[src/sv/ppmr_pkg.sv]
`timescale 1ns / 1ps
`default_nettype none
// ----------------------------------------------------------------------------
// ppmr_pkg
// shared types and constants of the pixel pedestal mean/rms block
// ----------------------------------------------------------------------------
package ppmr_pkg;

  localparam int SAMPLE_W = 16;
  localparam int SUM_W    = 28;
  localparam int SQ_W     = 44;
  localparam int FRM_W    = 13;
  localparam int PIX_W    = 17;
  localparam int CH_W     = 3;
  localparam int NCH_W    = 4;
  localparam int TOT_W    = 41;
  localparam int RES_W    = 24;
  localparam int PROD_W   = 57;
  localparam int X_W      = 48;
  localparam int DIV_DW   = 73;
  localparam int DIV_VW   = 25;
  localparam int CFG_W    = 17;
  localparam int CFG_IW   = 2;
  localparam int FIFO_DEPTH = 4;
  localparam int FIFO_AW    = 2;
  localparam int PIXEL_LIMIT = 65536;

  typedef enum logic [CFG_IW-1:0] {
    REG_FRAMES   = 2'd0,
    REG_PIXELS   = 2'd1,
    REG_CHANNELS = 2'd2,
    REG_UNUSED   = 2'd3
  } reg_index_t;

  // one finished pixel waiting for the back end
  typedef struct packed {
    logic [SUM_W-1:0] sample_sum;
    logic [SQ_W-1:0]  square_sum;
    logic [FRM_W-1:0] frames;
    logic [CH_W-1:0]  channel;
    logic [15:0]      pixel;
    logic             chan_done;
    logic [PIX_W-1:0] pixels;
  } job_t;

  typedef struct packed {
    logic empty;
    logic full;
  } fifo_status_t;

  typedef enum logic [2:0] {
    B_IDLE,
    B_MUL_A,
    B_MUL_B,
    B_DIV_MEAN,
    B_DIV_VAR,
    B_SQRT,
    B_DIV_AVG,
    B_OUT
  } back_state_t;

endpackage
`default_nettype wire

[src/sv/ppmr_div.sv]
`timescale 1ns / 1ps
`default_nettype none
// ----------------------------------------------------------------------------
// ppmr_div
// restoring divider, one quotient bit per cycle
// ----------------------------------------------------------------------------
module ppmr_div
  import ppmr_pkg::*;
(
  input  wire logic              clk,
  input  wire logic              rst_n,
  input  wire logic              start,
  input  wire logic [DIV_DW-1:0] dividend,
  input  wire logic [DIV_VW-1:0] divisor,
  output logic                   done,
  output logic [DIV_DW-1:0]      quotient
);

  localparam int CNT_W = $clog2(DIV_DW + 1);

  logic [DIV_DW-1:0] quo_r, quo_nxt;
  logic [DIV_VW-1:0] rem_r, rem_nxt;
  logic [DIV_VW-1:0] dvs_r;
  logic [CNT_W-1:0]  cnt_r, cnt_nxt;
  logic              busy_r, busy_nxt;
  logic              done_r, done_nxt;
  logic [DIV_VW:0]   rem_shift;
  logic              fit;

  always_comb begin
    rem_shift = {rem_r, quo_r[DIV_DW-1]};
    fit       = rem_shift >= {1'b0, dvs_r};
    rem_nxt   = fit ? DIV_VW'(rem_shift - {1'b0, dvs_r}) : rem_shift[DIV_VW-1:0];
    quo_nxt   = {quo_r[DIV_DW-2:0], fit};
    cnt_nxt   = cnt_r - CNT_W'(1);
    busy_nxt  = busy_r && (cnt_r != CNT_W'(1));
    done_nxt  = busy_r && (cnt_r == CNT_W'(1));
  end

  always_ff @(posedge clk) begin
    if (!rst_n) begin
      busy_r <= 1'b0;
      done_r <= 1'b0;
      cnt_r  <= '0;
    end else if (start) begin
      busy_r <= 1'b1;
      done_r <= 1'b0;
      cnt_r  <= CNT_W'(DIV_DW);
    end else begin
      busy_r <= busy_nxt;
      done_r <= done_nxt;
      if (busy_r) cnt_r <= cnt_nxt;
    end
  end

  always_ff @(posedge clk) begin
    if (start) begin
      quo_r <= dividend;
      rem_r <= '0;
      dvs_r <= divisor;
    end else if (busy_r) begin
      quo_r <= quo_nxt;
      rem_r <= rem_nxt;
    end
  end

  assign done     = done_r;
  assign quotient = quo_r;

  a_done_idle: assert property (@(posedge clk) disable iff (!rst_n)
    done_r |-> !busy_r) else $error("divider done while busy");
  a_cnt_range: assert property (@(posedge clk) disable iff (!rst_n)
    busy_r |-> (cnt_r != '0)) else $error("divider counter ran out while busy");

endmodule
`default_nettype wire

[src/sv/ppmr_fifo.sv]
`timescale 1ns / 1ps
`default_nettype none
// ----------------------------------------------------------------------------
// ppmr_fifo
// short queue of finished pixels between front and back end
// ----------------------------------------------------------------------------
module ppmr_fifo
  import ppmr_pkg::*;
(
  input  wire logic   clk,
  input  wire logic   rst_n,
  input  wire logic   push,
  input  wire job_t   push_job,
  input  wire logic   pop,
  output job_t        head_job,
  output fifo_status_t status
);

  job_t                 mem_r [FIFO_DEPTH];
  logic [FIFO_AW-1:0]   wr_r, rd_r;
  logic [FIFO_AW:0]     count_r;
  logic                 do_push, do_pop;

  assign status.empty = (count_r == '0);
  assign status.full  = (count_r == (FIFO_AW+1)'(FIFO_DEPTH));
  assign do_push = push && !status.full;
  assign do_pop  = pop && !status.empty;
  assign head_job = mem_r[rd_r];

  always_ff @(posedge clk) begin
    if (!rst_n) begin
      wr_r    <= '0;
      rd_r    <= '0;
      count_r <= '0;
    end else begin
      if (do_push) wr_r <= wr_r + FIFO_AW'(1);
      if (do_pop)  rd_r <= rd_r + FIFO_AW'(1);
      case ({do_push, do_pop})
        2'b10:   count_r <= count_r + (FIFO_AW+1)'(1);
        2'b01:   count_r <= count_r - (FIFO_AW+1)'(1);
        default: count_r <= count_r;
      endcase
    end
  end

  always_ff @(posedge clk) begin
    if (do_push) mem_r[wr_r] <= push_job;
  end

  a_count_max: assert property (@(posedge clk) disable iff (!rst_n)
    count_r <= (FIFO_AW+1)'(FIFO_DEPTH)) else $error("queue overfilled");
  a_ptr_gap: assert property (@(posedge clk) disable iff (!rst_n)
    (count_r != (FIFO_AW+1)'(FIFO_DEPTH) && count_r != '0) |-> (wr_r != rd_r))
    else $error("queue pointers out of step");

endmodule
`default_nettype wire

[src/sv/ppmr_front.sv]
`timescale 1ns / 1ps
`default_nettype none
// ----------------------------------------------------------------------------
// ppmr_front
// accumulates samples per pixel and hands finished pixels to the queue
// ----------------------------------------------------------------------------
module ppmr_front
  import ppmr_pkg::*;
#(
  parameter int MAX_CHANNELS = 8,
  parameter int MAX_FRAMES   = 4096,
  parameter int SAMPLE_BITS  = 16
) (
  input  wire logic                clk,
  input  wire logic                rst_n,
  input  wire logic                cfg_wr_en,
  input  wire logic [CFG_IW-1:0]   cfg_index,
  input  wire logic [CFG_W-1:0]    cfg_data,
  input  wire logic                in_push,
  input  wire logic [SAMPLE_W-1:0] in_sample,
  input  wire fifo_status_t        fifo_status,
  output logic                     in_full,
  output logic                     job_push,
  output job_t                     job
);

  logic [FRM_W-1:0] nf_cfg_r;
  logic [PIX_W-1:0] np_cfg_r;
  logic [NCH_W-1:0] nc_cfg_r;
  logic [FRM_W-1:0] nf;
  logic [PIX_W-1:0] np;
  logic [NCH_W-1:0] nc;

  logic [SUM_W-1:0] sum_r, sum_nxt;
  logic [SQ_W-1:0]  sq_r, sq_nxt;
  logic [FRM_W-1:0] frame_r;
  logic [PIX_W-1:0] pix_r;
  logic [CH_W-1:0]  chan_r;

  logic [SAMPLE_W-1:0] smask, s;
  logic                accept, last_frame, pix_last, chan_last;

  always_comb begin
    smask = SAMPLE_W'((17'd1 << SAMPLE_BITS) - 17'd1);
    s     = in_sample & smask;
    nf = (nf_cfg_r == '0) ? FRM_W'(1) :
         (nf_cfg_r > FRM_W'(MAX_FRAMES)) ? FRM_W'(MAX_FRAMES) : nf_cfg_r;
    np = (np_cfg_r == '0) ? PIX_W'(1) :
         (np_cfg_r > PIX_W'(PIXEL_LIMIT)) ? PIX_W'(PIXEL_LIMIT) : np_cfg_r;
    nc = (nc_cfg_r == '0) ? NCH_W'(1) :
         (nc_cfg_r > NCH_W'(MAX_CHANNELS)) ? NCH_W'(MAX_CHANNELS) : nc_cfg_r;
    sum_nxt    = sum_r + SUM_W'(s);
    sq_nxt     = sq_r + SQ_W'(s * s);
    last_frame = ({1'b0, frame_r} + (FRM_W+1)'(1)) >= {1'b0, nf};
    pix_last   = ({1'b0, pix_r} + (PIX_W+1)'(1)) >= {1'b0, np};
    chan_last  = ({1'b0, chan_r} + NCH_W'(1)) >= nc;
    in_full    = fifo_status.full;
    accept     = in_push && !fifo_status.full;
    job_push   = accept && last_frame;
    job.sample_sum = sum_nxt;
    job.square_sum = sq_nxt;
    job.frames     = frame_r + FRM_W'(1);
    job.channel    = chan_r;
    job.pixel      = pix_r[15:0];
    job.chan_done  = pix_last;
    job.pixels     = np;
  end

  always_ff @(posedge clk) begin
    if (!rst_n) begin
      nf_cfg_r <= FRM_W'(1);
      np_cfg_r <= PIX_W'(1);
      nc_cfg_r <= NCH_W'(1);
    end else if (cfg_wr_en) begin
      case (reg_index_t'(cfg_index))
        REG_FRAMES:   nf_cfg_r <= cfg_data[FRM_W-1:0];
        REG_PIXELS:   np_cfg_r <= cfg_data[PIX_W-1:0];
        REG_CHANNELS: nc_cfg_r <= cfg_data[NCH_W-1:0];
        default:      nf_cfg_r <= nf_cfg_r;
      endcase
    end
  end

  always_ff @(posedge clk) begin
    if (!rst_n) begin
      sum_r   <= '0;
      sq_r    <= '0;
      frame_r <= '0;
      pix_r   <= '0;
      chan_r  <= '0;
    end else if (accept) begin
      if (last_frame) begin
        sum_r   <= '0;
        sq_r    <= '0;
        frame_r <= '0;
        if (pix_last) begin
          pix_r  <= '0;
          chan_r <= chan_last ? '0 : chan_r + CH_W'(1);
        end else begin
          pix_r <= pix_r + PIX_W'(1);
        end
      end else begin
        sum_r   <= sum_nxt;
        sq_r    <= sq_nxt;
        frame_r <= frame_r + FRM_W'(1);
      end
    end
  end

  a_push_room: assert property (@(posedge clk) disable iff (!rst_n)
    job_push |-> !fifo_status.full) else $error("pixel pushed into full queue");
  a_frame_bound: assert property (@(posedge clk) disable iff (!rst_n)
    frame_r < FRM_W'(MAX_FRAMES)) else $error("frame counter past limit");

endmodule
`default_nettype wire

[src/sv/ppmr_back.sv]
`timescale 1ns / 1ps
`default_nettype none
// ----------------------------------------------------------------------------
// ppmr_back
// per-pixel mean, variance, square root and channel average; output register
// ----------------------------------------------------------------------------
module ppmr_back
  import ppmr_pkg::*;
(
  input  wire logic          clk,
  input  wire logic          rst_n,
  input  wire job_t          head_job,
  input  wire fifo_status_t  fifo_status,
  output logic               job_pop,
  output logic               out_empty,
  input  wire logic          out_pop,
  output logic [CH_W-1:0]    out_channel_index,
  output logic [15:0]        out_pixel_index,
  output logic [RES_W-1:0]   out_mean_value,
  output logic [RES_W-1:0]   out_rms_value,
  output logic               out_channel_done,
  output logic [RES_W-1:0]   out_channel_avg_rms
);

  back_state_t state_r, state_nxt;

  job_t              job_r;
  logic [PROD_W-1:0] acc_r, mcand_r, p1_r, v_r;
  logic [SUM_W-1:0]  mplier_r;
  logic [4:0]        cnt_r;
  logic [X_W-1:0]    sq_rem_r, sq_res_r, sq_bit_r;
  logic [RES_W-1:0]  mean_r, rms_r, avg_r;
  logic [TOT_W-1:0]  rms_total_r;
  logic              out_valid_r;

  logic [PROD_W-1:0] acc_add;
  logic [X_W-1:0]    sq_try, sq_res_next;
  logic              sq_fit, out_free;
  logic [RES_W-1:0]  rms_now;
  logic [TOT_W-1:0]  total_sum;
  logic [2*FRM_W-1:0] n_sq;

  logic              div_start, div_done;
  logic [DIV_DW-1:0] div_dividend, div_q;
  logic [DIV_VW-1:0] div_divisor;

  ppmr_div u_div (
    .clk      (clk),
    .rst_n    (rst_n),
    .start    (div_start),
    .dividend (div_dividend),
    .divisor  (div_divisor),
    .done     (div_done),
    .quotient (div_q)
  );

  always_comb begin
    acc_add     = mplier_r[0] ? acc_r + mcand_r : acc_r;
    sq_try      = sq_res_r + sq_bit_r;
    sq_fit      = sq_rem_r >= sq_try;
    sq_res_next = sq_fit ? (sq_res_r >> 1) + sq_bit_r : sq_res_r >> 1;
    rms_now     = sq_res_next[RES_W-1:0];
    total_sum   = rms_total_r + TOT_W'(rms_now);
    n_sq        = job_r.frames * job_r.frames;
    out_free    = !out_valid_r || out_pop;
  end

  always_comb begin
    state_nxt    = state_r;
    job_pop      = 1'b0;
    div_start    = 1'b0;
    div_dividend = '0;
    div_divisor  = DIV_VW'(1);
    case (state_r)
      B_IDLE: begin
        if (!fifo_status.empty) begin
          job_pop   = 1'b1;
          state_nxt = B_MUL_A;
        end
      end
      B_MUL_A: begin
        if (cnt_r == '0) state_nxt = B_MUL_B;
      end
      B_MUL_B: begin
        if (cnt_r == '0) begin
          // mean = floor(256*sum/n)
          div_start    = 1'b1;
          div_dividend = DIV_DW'({job_r.sample_sum, 8'd0});
          div_divisor  = DIV_VW'(job_r.frames);
          state_nxt    = B_DIV_MEAN;
        end
      end
      B_DIV_MEAN: begin
        if (div_done) begin
          // variance scaled by 2^16: v*65536 / n^2
          div_start    = 1'b1;
          div_dividend = {v_r, 16'd0};
          div_divisor  = n_sq[DIV_VW-1:0];
          state_nxt    = B_DIV_VAR;
        end
      end
      B_DIV_VAR: begin
        if (div_done) state_nxt = B_SQRT;
      end
      B_SQRT: begin
        if (cnt_r == '0) begin
          if (job_r.chan_done) begin
            div_start    = 1'b1;
            div_dividend = DIV_DW'(total_sum);
            div_divisor  = DIV_VW'(job_r.pixels);
            state_nxt    = B_DIV_AVG;
          end else begin
            state_nxt = B_OUT;
          end
        end
      end
      B_DIV_AVG: begin
        if (div_done) state_nxt = B_OUT;
      end
      B_OUT: begin
        if (out_free) state_nxt = B_IDLE;
      end
      default: state_nxt = B_IDLE;
    endcase
  end

  always_ff @(posedge clk) begin
    if (!rst_n) state_r <= B_IDLE;
    else        state_r <= state_nxt;
  end

  always_ff @(posedge clk) begin
    if (!rst_n) begin
      rms_total_r <= '0;
      out_valid_r <= 1'b0;
    end else begin
      if (state_r == B_SQRT && cnt_r == '0) begin
        rms_total_r <= job_r.chan_done ? '0 : total_sum;
      end
      if (state_r == B_OUT && out_free) out_valid_r <= 1'b1;
      else if (out_pop)                 out_valid_r <= 1'b0;
    end
  end

  always_ff @(posedge clk) begin
    case (state_r)
      B_IDLE: begin
        if (!fifo_status.empty) begin
          job_r    <= head_job;
          acc_r    <= '0;
          mcand_r  <= PROD_W'(head_job.square_sum);
          mplier_r <= SUM_W'(head_job.frames);
          cnt_r    <= 5'(FRM_W - 1);
        end
      end
      B_MUL_A: begin
        if (cnt_r == '0) begin
          p1_r     <= acc_add;
          acc_r    <= '0;
          mcand_r  <= PROD_W'(job_r.sample_sum);
          mplier_r <= job_r.sample_sum;
          cnt_r    <= 5'(SUM_W - 1);
        end else begin
          acc_r    <= acc_add;
          mcand_r  <= mcand_r << 1;
          mplier_r <= mplier_r >> 1;
          cnt_r    <= cnt_r - 5'd1;
        end
      end
      B_MUL_B: begin
        acc_r    <= acc_add;
        mcand_r  <= mcand_r << 1;
        mplier_r <= mplier_r >> 1;
        cnt_r    <= cnt_r - 5'd1;
        if (cnt_r == '0) v_r <= (p1_r >= acc_add) ? p1_r - acc_add : '0;
      end
      B_DIV_MEAN: begin
        if (div_done) mean_r <= div_q[RES_W-1:0];
      end
      B_DIV_VAR: begin
        if (div_done) begin
          sq_rem_r <= div_q[X_W-1:0];
          sq_res_r <= '0;
          sq_bit_r <= X_W'(1) << (X_W - 2);
          cnt_r    <= 5'(X_W/2 - 1);
        end
      end
      B_SQRT: begin
        if (sq_fit) sq_rem_r <= sq_rem_r - sq_try;
        sq_res_r <= sq_res_next;
        sq_bit_r <= sq_bit_r >> 2;
        cnt_r    <= cnt_r - 5'd1;
        if (cnt_r == '0) begin
          rms_r <= rms_now;
          avg_r <= '0;
        end
      end
      B_DIV_AVG: begin
        if (div_done) avg_r <= div_q[RES_W-1:0];
      end
      B_OUT: begin
        if (out_free) begin
          out_channel_index   <= job_r.channel;
          out_pixel_index     <= job_r.pixel;
          out_mean_value      <= mean_r;
          out_rms_value       <= rms_r;
          out_channel_done    <= job_r.chan_done;
          out_channel_avg_rms <= avg_r;
        end
      end
      default: cnt_r <= cnt_r;
    endcase
  end

  assign out_empty = !out_valid_r;

  a_sqrt_bit: assert property (@(posedge clk) disable iff (!rst_n)
    (state_r == B_SQRT) |-> $onehot(sq_bit_r)) else $error("sqrt bit not one-hot");
  a_avg_only_done: assert property (@(posedge clk) disable iff (!rst_n)
    (out_valid_r && !out_channel_done) |-> (out_channel_avg_rms == '0))
    else $error("average on a pixel that does not close its channel");
  a_pop_idle: assert property (@(posedge clk) disable iff (!rst_n)
    job_pop |-> (state_r == B_IDLE && !fifo_status.empty))
    else $error("request taken from queue outside idle");

endmodule
`default_nettype wire

[src/sv/pixel_pedestal_mean_rms.sv]
`timescale 1ns / 1ps
`default_nettype none
// ----------------------------------------------------------------------------
// pixel_pedestal_mean_rms
// per-pixel pedestal mean and rms with per-channel average rms
//
// samples enter on in_push/in_full, ordered channel, pixel, frame. the front
// end sums samples and squares at one request per clock while the queue is
// not full; on a pixel's last frame it queues the pixel (4 deep). the back
// end takes one pixel at a time: two shift-add multiplies, a divide for the
// mean, another for the variance, a square root and, on a channel's last
// pixel, a third divide for the average, all divides on the shared divider.
// results wait in an output register, read with out_empty/out_pop; while it
// is held the back end stalls and the queue fills, after which in_full rises.
// reset (synchronous, rst_n low) clears counters, sums and queues and sets
// all three registers to 1. configuration writes (cfg_wr_en) are registered,
// no wait.
// ----------------------------------------------------------------------------
module pixel_pedestal_mean_rms #(
  parameter int MAX_CHANNELS = 8,
  parameter int MAX_FRAMES   = 4096,
  parameter int SAMPLE_BITS  = 16
) (
  input  wire logic                          clk,
  input  wire logic                          rst_n,
  input  wire logic                          cfg_wr_en,
  input  wire logic [ppmr_pkg::CFG_IW-1:0]   cfg_index,
  input  wire logic [ppmr_pkg::CFG_W-1:0]    cfg_data,
  input  wire logic                          in_push,
  output logic                               in_full,
  input  wire logic [ppmr_pkg::SAMPLE_W-1:0] in_sample,
  output logic                               out_empty,
  input  wire logic                          out_pop,
  output logic [ppmr_pkg::CH_W-1:0]          out_channel_index,
  output logic [15:0]                        out_pixel_index,
  output logic [ppmr_pkg::RES_W-1:0]         out_mean_value,
  output logic [ppmr_pkg::RES_W-1:0]         out_rms_value,
  output logic                               out_channel_done,
  output logic [ppmr_pkg::RES_W-1:0]         out_channel_avg_rms
);

  import ppmr_pkg::*;

  job_t         push_job, head_job;
  logic         job_push, job_pop;
  fifo_status_t fifo_status;

  ppmr_front #(
    .MAX_CHANNELS (MAX_CHANNELS),
    .MAX_FRAMES   (MAX_FRAMES),
    .SAMPLE_BITS  (SAMPLE_BITS)
  ) u_front (
    .clk         (clk),
    .rst_n       (rst_n),
    .cfg_wr_en   (cfg_wr_en),
    .cfg_index   (cfg_index),
    .cfg_data    (cfg_data),
    .in_push     (in_push),
    .in_sample   (in_sample),
    .fifo_status (fifo_status),
    .in_full     (in_full),
    .job_push    (job_push),
    .job         (push_job)
  );

  ppmr_fifo u_fifo (
    .clk      (clk),
    .rst_n    (rst_n),
    .push     (job_push),
    .push_job (push_job),
    .pop      (job_pop),
    .head_job (head_job),
    .status   (fifo_status)
  );

  ppmr_back u_back (
    .clk                 (clk),
    .rst_n               (rst_n),
    .head_job            (head_job),
    .fifo_status         (fifo_status),
    .job_pop             (job_pop),
    .out_empty           (out_empty),
    .out_pop             (out_pop),
    .out_channel_index   (out_channel_index),
    .out_pixel_index     (out_pixel_index),
    .out_mean_value      (out_mean_value),
    .out_rms_value       (out_rms_value),
    .out_channel_done    (out_channel_done),
    .out_channel_avg_rms (out_channel_avg_rms)
  );

endmodule
`default_nettype wire

[config.mk]
export PLATFORM = sky130hd
export DESIGN_NAME = pixel_pedestal_mean_rms
export DESIGN_NICKNAME = d
export VERILOG_FILES = /design/src/sv/ppmr_pkg.sv /design/src/sv/ppmr_div.sv /design/src/sv/ppmr_fifo.sv /design/src/sv/ppmr_front.sv /design/src/sv/ppmr_back.sv /design/src/sv/pixel_pedestal_mean_rms.sv
export SDC_FILE = /design/constraint.sdc
export NUM_CORES = 2
export LEC_CHECK = 0
export ABC_AREA = 1
export BUFFER_PORTS_ARGS = -buffer_cell sky130_fd_sc_hd__clkbuf_2
export CAP_MARGIN = 20
export CORE_MARGIN = 2
export CORE_UTILIZATION = 55
export CTS_BUF_LIST = sky130_fd_sc_hd__clkbuf_2
export CTS_CLUSTER_SIZE = 16
export DETAILED_ROUTE_END_ITERATION = 6
export PLACE_DENSITY = 0.79
export SLEW_MARGIN = 25
export SYNTH_ARGS = -nofsm -noshare
export SYNTH_HDL_FRONTEND = slang
export SYNTH_HIERARCHICAL = 1
export SYNTH_SLANG_ARGS = --single-unit
export TNS_END_PERCENT = 50
[constraint.sdc]
create_clock -name clk -period 25.2 [get_ports clk]
set_input_delay 6.3 -clock clk [delete_from_list [all_inputs] [get_ports clk]]
set_output_delay 6.3 -clock clk [all_outputs]
set_load 0.01 [all_outputs]
Yosys cells after proc, flatten, opt, wreduce, memory -nomap -nowiden
Memories as Yosys holds them, arrays and structs flattened. A register that Yosys moved wholly into a read port is not among the register bits.
Cells that the tools add are included.
- word-level logic and storage cells: 225
- flip-flop bits (word level): 970
- bits in writable memories: 488
- output and inout port bits: 94
- memories kept: 1
- memory list (name ; depth ; bits a word ; rd ports ; clocked after memory_dff ; write ports ; line ; text):
    u_fifo.mem_r ; 4 ; 122 ; 1 ; 1 ; 1 ; ppmr_fifo.sv:19 ; job_t mem_r [FIFO_DEPTH];
- $add $sub $neg: 21
- reduce and logical (&&, ||, !) cells: 45
- equal/unequal tests: 23
- magnitude comparators: 9
- muxes and demuxes: 77
- bitwise logic cells: 2
- multipliers: 2
- operators with widths (operator ; count):
    case mux 57 bit (3 select lines) ; 2
    2-to-1 mux 73 bit ; 4
    case mux 48 bit (2 select lines) ; 3
    2-to-1 mux 57 bit ; 5
    2-to-1 mux 48 bit ; 5
    case mux 73 bit (3 select lines) ; 1
    2-to-1 mux 28 bit ; 3
    case mux 28 bit (3 select lines) ; 1
    2-to-1 mux 41 bit ; 2
    2-to-1 mux 25 bit ; 3
    case mux 25 bit (3 select lines) ; 1
    2-to-1 mux 17 bit ; 4
    adder 57 bit ; 1
    >= comparator 57 bit ; 1
    subtractor 57 bit ; 1
    2-to-1 mux 13 bit ; 4
    adder 47 x 48 -> 48 bit ; 1
    adder 48 bit ; 1
    >= comparator 48 bit ; 1
    2-to-1 mux 24 bit ; 2
    case mux 24 bit (2 select lines) ; 1
    subtractor 48 bit ; 1
    adder 44 x 32 -> 44 bit ; 1
    2-to-1 mux 44 bit ; 1
    other kinds (59) ; 129

Depth between registers and ports, before layout
- word-level depth: 8
- mapped depth: 43
- gate-level depth less buffers: 42

Modules after synthesis
The synthesis kept the hierarchy.
- by module, submodules not included (module ; instances ; cells each ; area an instance (um^2)):
    ppmr_back ; 1 ; 6805 ; 50618.5
    ppmr_fifo ; 1 ; 1249 ; 18509.0
    ppmr_front ; 1 ; 2461 ; 17362.9
    ppmr_div ; 1 ; 1006 ; 7503.4

Least setup slack after synthesis
No wires, ideal clock.
- kind: input port to flip-flop
- start point: input port in_push
- end point: memory u_fifo/mem_r[0][0] in the netlist's numbering (enable)
- required time: 24.595 ns
- library setup time: 0.605 ns
- buffers on the path: 2
- arrival time: 12.144 ns
- setup slack: 12.451 ns
- stages: 8
- cell sequence: inv_1 > nor2_1 > nand2_1 > inv_2 > clkbuf_8 > clkbuf_8 > nand2_1 > nor2_1
- word-level cells in the longest chain between the ends: 5
- RTL lines (element ; line ; text):
    start: declaration ; pixel_pedestal_mean_rms.sv:29 ; input wire logic in_push,
    logical AND 1 bit ; ppmr_front.sv:58 ; accept = in_push && !fifo_status.full;
    logical AND 1 bit ; ppmr_front.sv:59 ; job_push = accept && last_frame;
    named net job_push ; pixel_pedestal_mean_rms.sv:45 ; logic job_push, job_pop;
    logical AND 1 bit ; ppmr_fifo.sv:26 ; assign do_push = push && !status.full;
    2-to-1 mux 1 bit ; ppmr_fifo.sv:47 ; if (do_push) mem_r[wr_r] <= push_job;
    2-to-1 mux 1 bit (implied by the code) ; ppmr_fifo.sv:47 ;
    end: declaration ; ppmr_fifo.sv:19 ;
The timed path passes the listed nets, and every way through them passes these cells.

==> results.py <==
metrics = {
    "global_routing": {
        "grt.overflow.total": 0,
        "grt.total_usage": 0.323,
        "grt_max_degree": 131,
        "antenna_found_initial": 11,
        "grt_pass1_vias": 78100,
        "grt_pass1_wl_mm": 436,
    },
    "routing": {
        "highest_layer": "met4",
        "vias": 79700,
        "drc": 2,
        "wl_met1_mm": 116,
        "dr.pass1.iters": 7,
        "wl_per_cell_um": 19.8,
        "viasPerCell": 5.57,
        "drt-total-wl_mm": 284,
        "wl_met2_mm": 132,
        "drt_iter0_markers": 7865,
        "drtAntennaViolNets": 0,
        "wl_met3_mm": 22.6,
    },
    "clock_tree": {
        "cts_tree": "built",
        "clkLatencyLatePin_ns": 1.90,
        "cts_resized": 0,
        "cts_buffers": 381,
        "cts_max_level": 5,
        "cts_root_buffer": "clkbuf_2",
        "clock_path_buffers": 4,
        "cts.clk_slew.worst_paths_ns": 0.11,
        "cts_sinks": 1436,
        "post_cts.repair.setup_buffers": 0,
        "hold_buffers": 0,
    },
    "placed_design": {
        "io_buffer_count": 133,
        "dp_cells": 13600,
        "gp_congestion": 0.998,
        "dp_hpwl_mm": 216,
    },
    "floorplan": {
        "fp.dieH_um": 417,
        "fp.coreArea_um2": 170000,
        "chipWidth_um": 417,
        "dieArea_um2": 174000,
        "num_rows": 151,
        "pin_count": 134,
        "initial_core_util": 0.554,
    },
    "logic_synthesis": {
        "yosysMostFrequentCell": "nand2_1",
        "synth_cells": 11500,
        "synth_edf_count": 1209,
        "synth.area.top_cells": "edfxtp_1, nand2_1, inv_1",
        "ys_seq_elements": 1436,
        "async_flop_share": 0,
        "synth_seq_area_share": 0.435,
        "synth_top_area_share": 0.386,
        "yosys-top-cells-count": "nand2_1, inv_1, nor2_1, edfxtp_1, o21ai_0",
        "ys_warn_count": 6,
        "syn-num-nets": 12400,
        "syn_area_um2": 94000,
        "yosys.area.top_type": "edfxtp_1",
        "ys.flop_type": "edfxtp_1",
        "avgSynthCellArea_um2": 8.16,
        "synth_cell_type_count": 64,
    },
    "run_status": {
        "status": "finished, violations left",
        "violations": "design-rule violations",
    },
    "setup_path": {
        "path_buf_inv": 7,
        "cpLargestDelayFamily": "adder cells",
        "required_ns": 26.83,
        "r2r-end": "u_back/u_div/quotient[35]",
        "critPathLaunchType": "input port",
        "r2r_cells": 36,
        "crit_chain": "clkbuf_2 > nand2_1 > fa_1 > inv_1 > fa_1 > inv_1 > fa_1 > inv_1 > fa_1 > fa_1 > inv_1 > fa_1 > inv_1 > ha_1 > nand2_1 > o21ai_0 > inv_1 > nand2_1 > nand2_1 > nand3_1 > xor2_1 > nand2_1 > a21oi_1",
        "crit_fanout": 17,
        "arrival_ns": 12.34,
        "critPathSlowestCell": "fa_1",
        "end_kind": "flop",
        "cpPeakStageDelay_ns": 0.60,
        "reg2reg_from": "u_back/sq_res_r[12]",
        "r2r_setup_slack_ns": 17.38,
        "crit_type": "input port to flop",
    },
    "sta": {
        "period_share": 0.425,
        "fin_tns_setup_ns": 0,
        "fin_hold_ws_ns": 0.353,
        "fmax_mhz": 93.4,
        "final-hold-violation-count": 0,
        "rsz0062_at_grt": "no",
        "setup_viol": 0,
        "skew_ns": 0.246,
        "slew_headroom": 0.206,
        "drv_slew": 0,
        "min_period_ns": 10.71,
        "worst_slew_pin_slew_ns": 1.19,
    },
    "worst_hold_path": {
        "worstHoldEndpoint": "u_back/mplier_r[24]",
        "hp-class": "flop to flop",
        "worstHoldStart": "u_back/mplier_r[25]",
        "holdPathStages": 2,
    },
    "final_layout": {
        "drive_above_1_share": 0.0751,
        "layout-area-overhead-vs-synth_pct": 6.51,
        "num-nets-final": 12600,
        "stdcell_count": 14300,
    },
    "run": {
        "max_cap_violations": 0,
    },
}
[cell families (layout without fill, tap and decap cells)]
| family | count (synthesis) | after routing | share of synthesized area |
|---|---|---|---|
| xor+xnor | 265 | 265 | 0.0247 |
| flops | 1436 | 1436 | 0.435 |
| other cells | 1 | 11 | 0.0000399 |
| buf+inv | 2176 | 2727 | 0.0909 |
| compound gates | 1599 | 1599 | 0.0932 |
| fa+ha+maj | 795 | 795 | 0.129 |
| simple gates | 5248 | 5248 | 0.227 |
| mux | 1 | 1 | 0.000120 |
[metal layers]
layer / GRT usage / up-vias
met2: 0.526 / 3509
met3: 0.0501 / 608
met4: 0.149 / 0
met1: 0.425 / 37500
met5: 0 / -
li1: - / 38100
[worst min-delay path, cell delays in order, from the launching register on]
cell and delay [ns]:
edfxtp_1 0.34, nand2_1 0.05, o21ai_0 0.07
[layout make-up]
class                   instances  area [um2]
flip-flops and latches       1436       40900
repair buffers                198        1180
diodes                         10        25.0
fillers                     15200       69500
clock buffers                 535        2680
well taps                    2218        2780
clock inverters               133         862
multi-input cells            7909       44800
inverters                    1861        6990
[placed cells by master (no fill, tap or decap), types with 55 or more instances in the layout]
cell type / synthesis / routed
nand2_1: 3108 / 3106
inv_1: 1847 / 1842
nor2_1: 1251 / 1242
edfxtp_1: 1209 / 1209
clkbuf_2: 0 / 668
o21ai_0: 615 / 613
a21oi_1: 572 / 570
nand3_1: 507 / 506
ha_1: 500 / 500
fa_1: 295 / 295
dfxtp_1: 227 / 225
xor2_1: 170 / 170
o22ai_1: 129 / 129
nand4_1: 128 / 128
xnor2_1: 95 / 95
clkinv_1: 3 / 93
nor3_1: 68 / 67
buf_4: 37 / 63
o21ai_1: 56 / 56
o21bai_1: 56 / 55
[flip-flops by register name (all words and copies together) (netlist names), 41 cells and up, named ones only]
| signal | cells |
|---|---|
| u_fifo/mem_r | 488 |
| u_back/job_r | 78 |
| u_back/u_div/quotient | 73 |
| u_back/acc_r | 57 |
| u_back/mcand_r | 57 |
| u_back/p1_r | 57 |
| u_back/v_r | 57 |
| u_back/sq_rem_r | 48 |
| u_back/sq_res_r | 48 |
| u_front/sq_r | 44 |
| u_back/rms_total_r | 41 |
[stage by stage]
step / utilization / area (um2) / worst slack [ns]
finish: 0.590 / 100000 / 14.49
global route: 0.590 / 100000 / 14.39
floorplan: - / 94000 / 12.45
global placement: 0.569 / 96500 / 12.90
CTS: 0.590 / 100000 / 14.85
detailed placement: 0.569 / 96500 / 12.85
[worst max-delay path by stage]
| stage | to | slack [ns] | cells after the start | startpoint |
|---|---|---|---|---|
| 2_1_floorplan | u_fifo/mem_r[0][0] | 12.45 | 8 | in_push |
| 3_3_place_gp | u_fifo/mem_r[0][89] | 12.90 | 24 | in_sample[9] |
| 5_1_grt | u_front/sq_r[26] | 14.39 | 23 | in_sample[11] |
| 6_report | u_front/sq_r[26] | 14.49 | 23 | in_sample[12] |
| 3_5_place_dp | u_front/sq_r[26] | 12.85 | 23 | in_sample[12] |
| 4_1_cts | u_front/sq_r[26] | 14.85 | 23 | in_sample[12] |
Power is left out: the tool's default activity adds up to more than one toggle a clock period on the data nets, which glitch-free logic cannot reach.
